## src/rtl/ips_pkg.sv

```systemverilog
// ---------------------------------------------------------------------------
// Interrupt priority selector: package
// Opcodes, source descriptors and shared types.
// ---------------------------------------------------------------------------
package ips_pkg;

	localparam int SRC_W  = 5;
	localparam int LEAVES = 32;
	localparam int PRIO_W = 5;
	localparam int SUB_W  = 3;
	localparam int CODE_W = 12;
	localparam int REG_W  = 16;

	localparam logic [PRIO_W-1:0] NMI_PRIO       = 5'd16;
	localparam logic [3:0]        EXT_RESET_PRIO = 4'd1;
	localparam logic [CODE_W-1:0] EXT_CODE_BASE  = 12'h200;
	localparam int                EXT_SRC        = 1;

	typedef enum logic [1:0] {
		OP_PEND   = 2'd0,
		OP_LEVEL  = 2'd1,
		OP_ACCEPT = 2'd2
	} op_t;

	typedef enum logic [1:0] {
		REG_A = 2'd0,
		REG_B = 2'd1,
		REG_C = 2'd2
	} reg_idx_t;

	typedef struct packed {
		logic              found;
		logic [SRC_W-1:0]  idx;
		logic [PRIO_W-1:0] prio;
	} best_t;

	function automatic logic [PRIO_W-1:0] src_prio(
		input logic [SRC_W-1:0] idx,
		input logic [REG_W-1:0] ra,
		input logic [REG_W-1:0] rb,
		input logic [REG_W-1:0] rc,
		input logic [3:0]       ext
	);
		logic [3:0] f;
		f = 4'd0;
		unique case (idx)
			5'd0:                      f = 4'd0;
			5'd1:                      f = ext;
			5'd2:                      f = rc[3:0];
			5'd3:                      f = rc[15:12];
			5'd4, 5'd5, 5'd6, 5'd7,
			5'd8:                      f = rc[11:8];
			5'd9:                      f = ra[15:12];
			5'd10:                     f = ra[11:8];
			5'd11, 5'd12:              f = ra[7:4];
			5'd13, 5'd14, 5'd15:       f = ra[3:0];
			5'd16, 5'd17, 5'd18, 5'd19: f = rb[7:4];
			5'd20, 5'd21, 5'd22, 5'd23: f = rc[7:4];
			5'd24:                     f = rb[15:12];
			5'd25, 5'd26:              f = rb[11:8];
			default:                   f = 4'd0;
		endcase
		return (idx == 5'd0) ? NMI_PRIO : {1'b0, f};
	endfunction

	function automatic logic [SUB_W-1:0] src_sub(input logic [SRC_W-1:0] idx);
		logic [SUB_W-1:0] s;
		unique case (idx)
			5'd4, 5'd11:               s = 3'd4;
			5'd5, 5'd16, 5'd20:        s = 3'd3;
			5'd6, 5'd13, 5'd17, 5'd21: s = 3'd2;
			5'd7, 5'd14, 5'd18, 5'd22,
			5'd25:                     s = 3'd1;
			default:                   s = 3'd0;
		endcase
		return s;
	endfunction

	function automatic logic [CODE_W-1:0] src_code(
		input logic [SRC_W-1:0]  idx,
		input logic [CODE_W-1:0] ext_code
	);
		logic [CODE_W-1:0] c;
		unique case (idx)
			5'd0:    c = 12'h1C0;
			5'd1:    c = ext_code;
			5'd2:    c = 12'h600;
			5'd3:    c = 12'h620;
			5'd4:    c = 12'h640;
			5'd5:    c = 12'h660;
			5'd6:    c = 12'h680;
			5'd7:    c = 12'h6A0;
			5'd8:    c = 12'h6C0;
			5'd9:    c = 12'h400;
			5'd10:   c = 12'h420;
			5'd11:   c = 12'h440;
			5'd12:   c = 12'h460;
			5'd13:   c = 12'h480;
			5'd14:   c = 12'h4A0;
			5'd15:   c = 12'h4C0;
			5'd16:   c = 12'h4E0;
			5'd17:   c = 12'h500;
			5'd18:   c = 12'h520;
			5'd19:   c = 12'h540;
			5'd20:   c = 12'h700;
			5'd21:   c = 12'h720;
			5'd22:   c = 12'h740;
			5'd23:   c = 12'h760;
			5'd24:   c = 12'h560;
			5'd25:   c = 12'h580;
			5'd26:   c = 12'h5A0;
			default: c = 12'h000;
		endcase
		return c;
	endfunction

endpackage

```

## src/rtl/ips_arbiter.sv

```systemverilog
// ---------------------------------------------------------------------------
// Interrupt priority selector: arbiter
// Compare tree picking the best raised source: priority, sub-priority,
// then lowest index.
// ---------------------------------------------------------------------------
module ips_arbiter #(
	parameter int N = 27
) (
	input  logic [N-1:0]                flags,
	input  logic [ips_pkg::REG_W-1:0]   prio_a,
	input  logic [ips_pkg::REG_W-1:0]   prio_b,
	input  logic [ips_pkg::REG_W-1:0]   prio_c,
	input  logic [3:0]                  ext_prio,
	output ips_pkg::best_t              best
);

	// key: raised, priority, sub-priority, inverted index (lower index wins)
	localparam int KEY_W   = 1 + ips_pkg::PRIO_W + ips_pkg::SUB_W + ips_pkg::SRC_W;
	localparam int NODES   = 2 * ips_pkg::LEAVES - 1;
	localparam int INNER   = ips_pkg::LEAVES - 1;

	logic [ips_pkg::LEAVES-1:0] flags_pad;
	logic [KEY_W-1:0]           node [NODES];

	assign flags_pad = ips_pkg::LEAVES'(flags);

	always_comb begin
		for (int i = 0; i < ips_pkg::LEAVES; i++) begin
			node[INNER + i] = {
				flags_pad[i],
				ips_pkg::src_prio(ips_pkg::SRC_W'(i), prio_a, prio_b, prio_c, ext_prio),
				ips_pkg::src_sub(ips_pkg::SRC_W'(i)),
				~ips_pkg::SRC_W'(i)
			};
		end
		// heap order: children of k are 2k+1 and 2k+2, built bottom up
		for (int k = INNER - 1; k >= 0; k--) begin
			node[k] = (node[2*k+1] >= node[2*k+2]) ? node[2*k+1] : node[2*k+2];
		end
	end

	always_comb begin
		best.found = node[0][KEY_W-1];
		best.prio  = node[0][KEY_W-2 -: ips_pkg::PRIO_W];
		best.idx   = ~node[0][ips_pkg::SRC_W-1:0];
	end

endmodule

```

## src/rtl/interrupt_priority_selector.sv

```systemverilog
// ---------------------------------------------------------------------------
// Interrupt priority selector
// Items pass through the stage 1 register and the output register.
// Throughput: one item per cycle unless stalled; the state update and accept
// search run in the accepting cycle, the highest-priority search in stage 1.
// Reset: flags and priority registers clear, external level priority 1 with
// event code 0x200; no clearing pass, ready straight out of reset.
// ---------------------------------------------------------------------------
module interrupt_priority_selector #(
	parameter int NUM_SOURCES = 27
) (
	input  logic        clk,
	input  logic        arst_n,

	// input items
	input  logic        s_axis_tvalid,
	output logic        s_axis_tready,
	// [1:0] opcode, [6:2] source_index, [7] assert_flag, [11:8] irl_level
	input  logic [15:0] s_axis_tdata,

	// result items
	output logic        m_axis_tvalid,
	input  logic        m_axis_tready,
	// [4:0] highest_priority, [5] taken_valid, [17:6] event_code,
	// [22:18] taken_source
	output logic [23:0] m_axis_tdata,

	// register port
	input  logic        psel,
	input  logic        penable,
	input  logic        pwrite,
	input  logic [3:0]  paddr,
	input  logic [31:0] pwdata,
	output logic [31:0] prdata,
	output logic        pready
);

	// ---- register file ----------------------------------------------------
	logic [ips_pkg::REG_W-1:0] prio_a_q, prio_b_q, prio_c_q;
	logic                      cfg_wr;
	ips_pkg::reg_idx_t         cfg_sel;

	assign pready  = 1'b1;
	assign cfg_wr  = psel && penable && pwrite && pready;
	assign cfg_sel = ips_pkg::reg_idx_t'(paddr[3:2]);

	always_ff @(posedge clk or negedge arst_n) begin
		if (!arst_n) begin
			prio_a_q <= '0;
			prio_b_q <= '0;
			prio_c_q <= '0;
		end else if (cfg_wr) begin
			unique case (cfg_sel)
				ips_pkg::REG_A: prio_a_q <= pwdata[ips_pkg::REG_W-1:0];
				ips_pkg::REG_B: prio_b_q <= pwdata[ips_pkg::REG_W-1:0];
				ips_pkg::REG_C: prio_c_q <= pwdata[ips_pkg::REG_W-1:0];
				default: ;
			endcase
		end
	end

	always_comb begin
		unique case (cfg_sel)
			ips_pkg::REG_A: prdata = 32'(prio_a_q);
			ips_pkg::REG_B: prdata = 32'(prio_b_q);
			ips_pkg::REG_C: prdata = 32'(prio_c_q);
			default:        prdata = '0;
		endcase
	end

	// ---- input item fields ------------------------------------------------
	ips_pkg::op_t             in_op;
	logic [ips_pkg::SRC_W-1:0] in_idx;
	logic                     in_flag;
	logic [3:0]               in_level;

	assign in_op    = ips_pkg::op_t'(s_axis_tdata[1:0]);
	assign in_idx   = s_axis_tdata[6:2];
	assign in_flag  = s_axis_tdata[7];
	assign in_level = s_axis_tdata[11:8];

	// ---- flow control -----------------------------------------------------
	// Stage 1 holds the item's accept result and a snapshot of the state it
	// left; the output register moves on whenever it is empty or being taken.
	logic s1_valid_q;
	logic out_valid_q;
	logic adv_out;
	logic in_acc;

	assign adv_out       = !out_valid_q || m_axis_tready;
	assign s_axis_tready = !s1_valid_q || adv_out;
	assign in_acc        = s_axis_tvalid && s_axis_tready;
	assign m_axis_tvalid = out_valid_q;

	always_ff @(posedge clk or negedge arst_n) begin
		if (!arst_n) begin
			s1_valid_q  <= 1'b0;
			out_valid_q <= 1'b0;
		end else begin
			if (in_acc)
				s1_valid_q <= 1'b1;
			else if (adv_out)
				s1_valid_q <= 1'b0;
			if (adv_out)
				out_valid_q <= s1_valid_q;
		end
	end

	// ---- architectural state ----------------------------------------------
	logic [NUM_SOURCES-1:0]     raised_q, raised_d;
	logic [3:0]                 ext_prio_q, ext_prio_d;
	logic [ips_pkg::CODE_W-1:0] ext_code_q, ext_code_d;

	// accept search over the current flags
	ips_pkg::best_t acc_best;

	ips_arbiter #(
		.N (NUM_SOURCES)
	) u_acc_arb (
		.flags    (raised_q),
		.prio_a   (prio_a_q),
		.prio_b   (prio_b_q),
		.prio_c   (prio_c_q),
		.ext_prio (ext_prio_q),
		.best     (acc_best)
	);

	logic                       tk_valid_d;
	logic [ips_pkg::CODE_W-1:0] tk_code_d;
	logic [ips_pkg::SRC_W-1:0]  tk_src_d;

	always_comb begin
		raised_d   = raised_q;
		ext_prio_d = ext_prio_q;
		ext_code_d = ext_code_q;
		tk_valid_d = 1'b0;
		tk_code_d  = '0;
		tk_src_d   = '0;
		unique case (in_op)
			ips_pkg::OP_PEND: begin
				// out-of-range indices match no bit and are dropped
				for (int i = 0; i < NUM_SOURCES; i++) begin
					if (in_idx == ips_pkg::SRC_W'(i))
						raised_d[i] = in_flag;
				end
			end
			ips_pkg::OP_LEVEL: begin
				ext_prio_d                  = ~in_level;
				ext_code_d                  = ips_pkg::EXT_CODE_BASE
				                              + {3'b000, in_level, 5'b00000};
				raised_d[ips_pkg::EXT_SRC]  = |(~in_level);
			end
			ips_pkg::OP_ACCEPT: begin
				if (acc_best.found) begin
					tk_valid_d = 1'b1;
					tk_code_d  = ips_pkg::src_code(acc_best.idx, ext_code_q);
					tk_src_d   = acc_best.idx;
					// level source stays raised while its lines hold
					for (int i = 0; i < NUM_SOURCES; i++) begin
						if (acc_best.idx == ips_pkg::SRC_W'(i) && i != ips_pkg::EXT_SRC)
							raised_d[i] = 1'b0;
					end
				end
			end
			default: ;
		endcase
	end

	always_ff @(posedge clk or negedge arst_n) begin
		if (!arst_n) begin
			raised_q   <= '0;
			ext_prio_q <= ips_pkg::EXT_RESET_PRIO;
			ext_code_q <= ips_pkg::EXT_CODE_BASE;
		end else if (in_acc) begin
			raised_q   <= raised_d;
			ext_prio_q <= ext_prio_d;
			ext_code_q <= ext_code_d;
		end
	end

	// ---- stage 1: accept result plus post-item state snapshot -------------
	logic [NUM_SOURCES-1:0]     flags_s1;
	logic [3:0]                 ext_prio_s1;
	logic                       tk_valid_s1;
	logic [ips_pkg::CODE_W-1:0] tk_code_s1;
	logic [ips_pkg::SRC_W-1:0]  tk_src_s1;

	always_ff @(posedge clk) begin
		if (in_acc) begin
			flags_s1    <= raised_d;
			ext_prio_s1 <= ext_prio_d;
			tk_valid_s1 <= tk_valid_d;
			tk_code_s1  <= tk_code_d;
			tk_src_s1   <= tk_src_d;
		end
	end

	// highest raised priority after the item; the user must keep the registers
	// stable while items are in flight, the block itself does not enforce it
	ips_pkg::best_t hp_best;

	ips_arbiter #(
		.N (NUM_SOURCES)
	) u_hp_arb (
		.flags    (flags_s1),
		.prio_a   (prio_a_q),
		.prio_b   (prio_b_q),
		.prio_c   (prio_c_q),
		.ext_prio (ext_prio_s1),
		.best     (hp_best)
	);

	// ---- stage 2: output register ------------------------------------------
	logic [ips_pkg::PRIO_W-1:0] hp_s2;
	logic                       tk_valid_s2;
	logic [ips_pkg::CODE_W-1:0] tk_code_s2;
	logic [ips_pkg::SRC_W-1:0]  tk_src_s2;

	always_ff @(posedge clk) begin
		if (adv_out && s1_valid_q) begin
			hp_s2       <= hp_best.found ? hp_best.prio : '0;
			tk_valid_s2 <= tk_valid_s1;
			tk_code_s2  <= tk_code_s1;
			tk_src_s2   <= tk_src_s1;
		end
	end

	assign m_axis_tdata = {1'b0, tk_src_s2, tk_code_s2, tk_valid_s2, hp_s2};

endmodule

```

## config.mk

```make
export PLATFORM = sky130hd
export DESIGN_NAME = interrupt_priority_selector
export DESIGN_NICKNAME = d
export VERILOG_FILES = /design/src/rtl/ips_pkg.sv /design/src/rtl/ips_arbiter.sv /design/src/rtl/interrupt_priority_selector.sv
export SDC_FILE = /design/constraint.sdc
export NUM_CORES = 1
export LEC_CHECK = 0
export BUFFER_PORTS_ARGS = -buffer_cell sky130_fd_sc_hd__buf_2
export CAP_MARGIN = 20
export CORE_ASPECT_RATIO = 1.2
export CORE_MARGIN = 2
export CORE_UTILIZATION = 38
export CTS_CLUSTER_DIAMETER = 50
export CTS_CLUSTER_SIZE = 20
export DETAILED_ROUTE_END_ITERATION = 6
export PLACE_DENSITY_LB_ADDON = 0.15
export SETUP_SLACK_MARGIN = 0.05
export SKIP_LAST_GASP = 1
export SLEW_MARGIN = 20
export SYNTH_ARGS = -nofsm -noshare
export SYNTH_HDL_FRONTEND = slang
export SYNTH_SLANG_ARGS = --single-unit
```

## constraint.sdc

```tcl
create_clock -name clk -period 22.1 [get_ports clk]
set_input_delay 1.105 -clock clk [delete_from_list [all_inputs] [get_ports clk]]
set_output_delay 1.105 -clock clk [all_outputs]
set_load 0.05 [all_outputs]
```

==> impl_metrics.tcl <==
set metrics [dict create \
    status "complete, no violations" \
    reg2reg_depth 33 \
    ant_nets 0 \
    hold_viol_final 0 \
    dr.pass1.iters 6 \
    yosysTopAreaCellShare_pct 15.8 \
    final_cell_mix "nand2_1 (148), ha_1 (143), o21ai_0 (137)" \
    cts_made_buffers 17 \
    drc 0 \
    utilization_pct 42.1 \
    synthCells 1577 \
    finalCritPeriodShare_pct 48.3 \
    setup.worst_path.end_class "flop" \
    synth_area_mm2 0.0133 \
    cpMostUsedCell "ha_1" \
    grt_pass1_vias 11600 \
    fillers 3580 \
    clockBufferDepth 2 \
    endpoint "tk_code_s1[8]" \
    maxCapViolCount 0 \
    cp_slowest_cell "or4_1" \
    areaGrowthSynthToFinish_pct 9.95 \
    grt_max_degree 71 \
    final_max_slew_viol_count 0 \
    initial_core_util_pct 38.3 \
    critPathLaunchType "flop" \
    syn_area_per_cell_um2 8.46 \
    final_area_mm2 0.0147 \
    clk_pin_slew_ns 0.07 \
    required_ns 22.32 \
    post_cts_buffers 0 \
    io_buffers 71 \
    cp_max_fo 22 \
    startpoint "prio_a_q[2]" \
    max_freq_mhz 93.8 \
    period_minus_slack_ns 10.66 \
    core_area_mm2 0.0348 \
    fin_tns_setup_ns 0 \
    skew_ns 0.0144 \
    layout.nets 1821 \
    max_stage_delay_ns 0.58 \
    clock-root-buffer "clkbuf_16" \
    synth-edff-count 60 \
    synth.ff_latch_count 145 \
    clock_latency_ns 0.46 \
    synthArstFlopShare_pct 58.6 \
    grtUsageTotal_pct 23.4 \
    hp-class "flop to flop" \
    die_w_um 175 \
    antenna_found_initial 0 \
    synth_top_area_cell "dfrtp_1" \
    relSlewSlack_pct 33.6 \
    rows 75 \
    final_cells 2094 \
    worst_slew_pin_slew_ns 0.987 \
    ys_warn_count 0 \
    htreeDepth 4 \
    place_congestion 0.902 \
    wl_mm 42.3 \
    routedWlPerCell_um 20.2 \
    reg2reg_slack_ns 11.44 \
    final_common_cell "nand2_1" \
    setup_viol 0 \
    die_h_um 209 \
    cts_tree "yes" \
    dp_hpwl_mm 33.5 \
    n_antenna_cell 0 \
    ios 118 \
    ctsHoldBuffers 0 \
    rsz0062_at_grt "false" \
    cts_resized 0 \
    reg2reg_from "prio_a_q[2]" \
    via_per_inst 5.70 \
    drt_iter0_drc 883 \
    drive_above_1_share_pct 13.3 \
    clock_sinks 145 \
    ys_dominant_reg_cell "dfrtp_1" \
    grt_overflow 0 \
    rr_endpoint "tk_code_s1[8]" \
    vias 11900 \
    placed_area_mm2 0.0141 \
    synth_cell_type_count 82 \
    ys_top_cells_by_area "dfrtp_1 (16%), edfxtp_1 (14%), ha_1 (13%)" \
    synth.yosys.seq_area_share_pct 29.5 \
    crit_arrival_ns 10.89 \
    dieArea_mm2 0.0366 \
    placed_cells 2062 \
    crit_type "flop to flop" \
    grt_pass1_wl_mm 66.3 \
]
cell type report:
type	instances	area [um2]	area share, %
multi-input cells	1262	8690	59.3
flip-flops and latches	145	3930	26.8
well taps	462	578	3.94
repair buffers	89	493	3.36
clock buffers	19	433	2.95
inverters	104	390	2.66
clock inverters	13	151	1.03
state kept, by name, indices dropped and copies added (netlist names):
register	cells
tk_code_s1	6
prio_b_q	16
s1_valid_q	1
tk_valid_s2	1
tk_valid_s1	1
prio_a_q	16
tk_src_s2	5
ext_prio_s1	4
ext_code_q	4
flags_s1	27
prio_c_q	16
tk_src_s1	5
hp_s2	5
tk_code_s2	6
ext_prio_q	4
raised_q	27
m_axis_tvalid	1
cells by family after synthesis:
| family | synth area share (%) |
|---|---|
| and+or+nand+nor | 17.9 |
| muxes | 8.41 |
| adders and majority gates | 13.4 |
| AOI/OAI and AO/OA | 24.5 |
| xor gates and xnor gates | 0.131 |
| buffers and inverters | 6.20 |
| other | 0.0563 |
| DFF | 29.5 |
layer usage:
layer	wire, um	vias to the layer above	track usage [%]
met1	19000	5696	30.4
met4	886	0	6.58
met3	1620	51	2.93
li1	-	5874	-
met2	20700	309	40.7
met5	0	-	0
synthesized netlist by cell type, drive strengths merged (5+ instances only):
| cell | count |
|---|---|
| o311ai | 8 |
| and2 | 16 |
| nor2 | 118 |
| o41ai | 8 |
| nor3 | 25 |
| inv | 104 |
| o211ai | 11 |
| o2111ai | 8 |
| nand4 | 8 |
| mux2i | 58 |
| or2 | 16 |
| o211a | 5 |
| o22ai | 8 |
| buf | 34 |
| mux2 | 48 |
| o21bai | 11 |
| a21oi | 130 |
| o21a | 12 |
| ha | 143 |
| a21bo | 5 |
| a211oi | 18 |
| edfxtp | 60 |
| nor2b | 14 |
| a31oi | 19 |
| clkbuf | 54 |
| dfrtp | 84 |
| a21o | 33 |
| a2111o | 5 |
| nand3b | 7 |
| or3 | 9 |
| o21ai | 140 |
| nand4b | 5 |
| a211o | 20 |
| nand3 | 58 |
| nor4 | 14 |
| and3 | 6 |
| o31ai | 11 |
| nand2 | 148 |
| nor3b | 10 |
| nand2b | 23 |
| o311a | 5 |
metrics by stage:
stage | hold slack, ns | setup slack (ns)
floorplan | 0.400 | 12.55
global placement | 0.404 | 11.45
detailed placement | 0.405 | 11.32
CTS | 0.423 | 11.29
global route | 0.433 | 10.70
finish | 0.423 | 11.44
worst max-delay path: cells and delay by family (launching register included):
| family | cells | cell delay, ns |
|---|---|---|
| adder cells (fa/ha/maj) | 5 | 1.65 |
| AO/OA/AOI/OAI | 14 | 4.18 |
| AND/OR/NAND/NOR | 10 | 2.71 |
| multiplexers | 2 | 0.81 |
| flip-flops | 1 | 0.48 |
| buffers and inverters | 2 | 0.56 |
how the worst min path moves through the flow:
stage,startpoint,end,depth (start not counted)
after floorplan,tk_code_s1[10],tk_code_s2[10],0
after CTS,tk_code_s1[10],tk_code_s2[10],0
after detailed placement,tk_code_s1[10],tk_code_s2[10],0
after global routing,tk_valid_s1,tk_valid_s2,0
final,tk_code_s1[5],tk_code_s2[5],0
after global placement,tk_valid_s1,tk_valid_s2,0
Power is not shown: default switching activity piles up to over one toggle a cycle in this logic, so the estimate is an artifact.
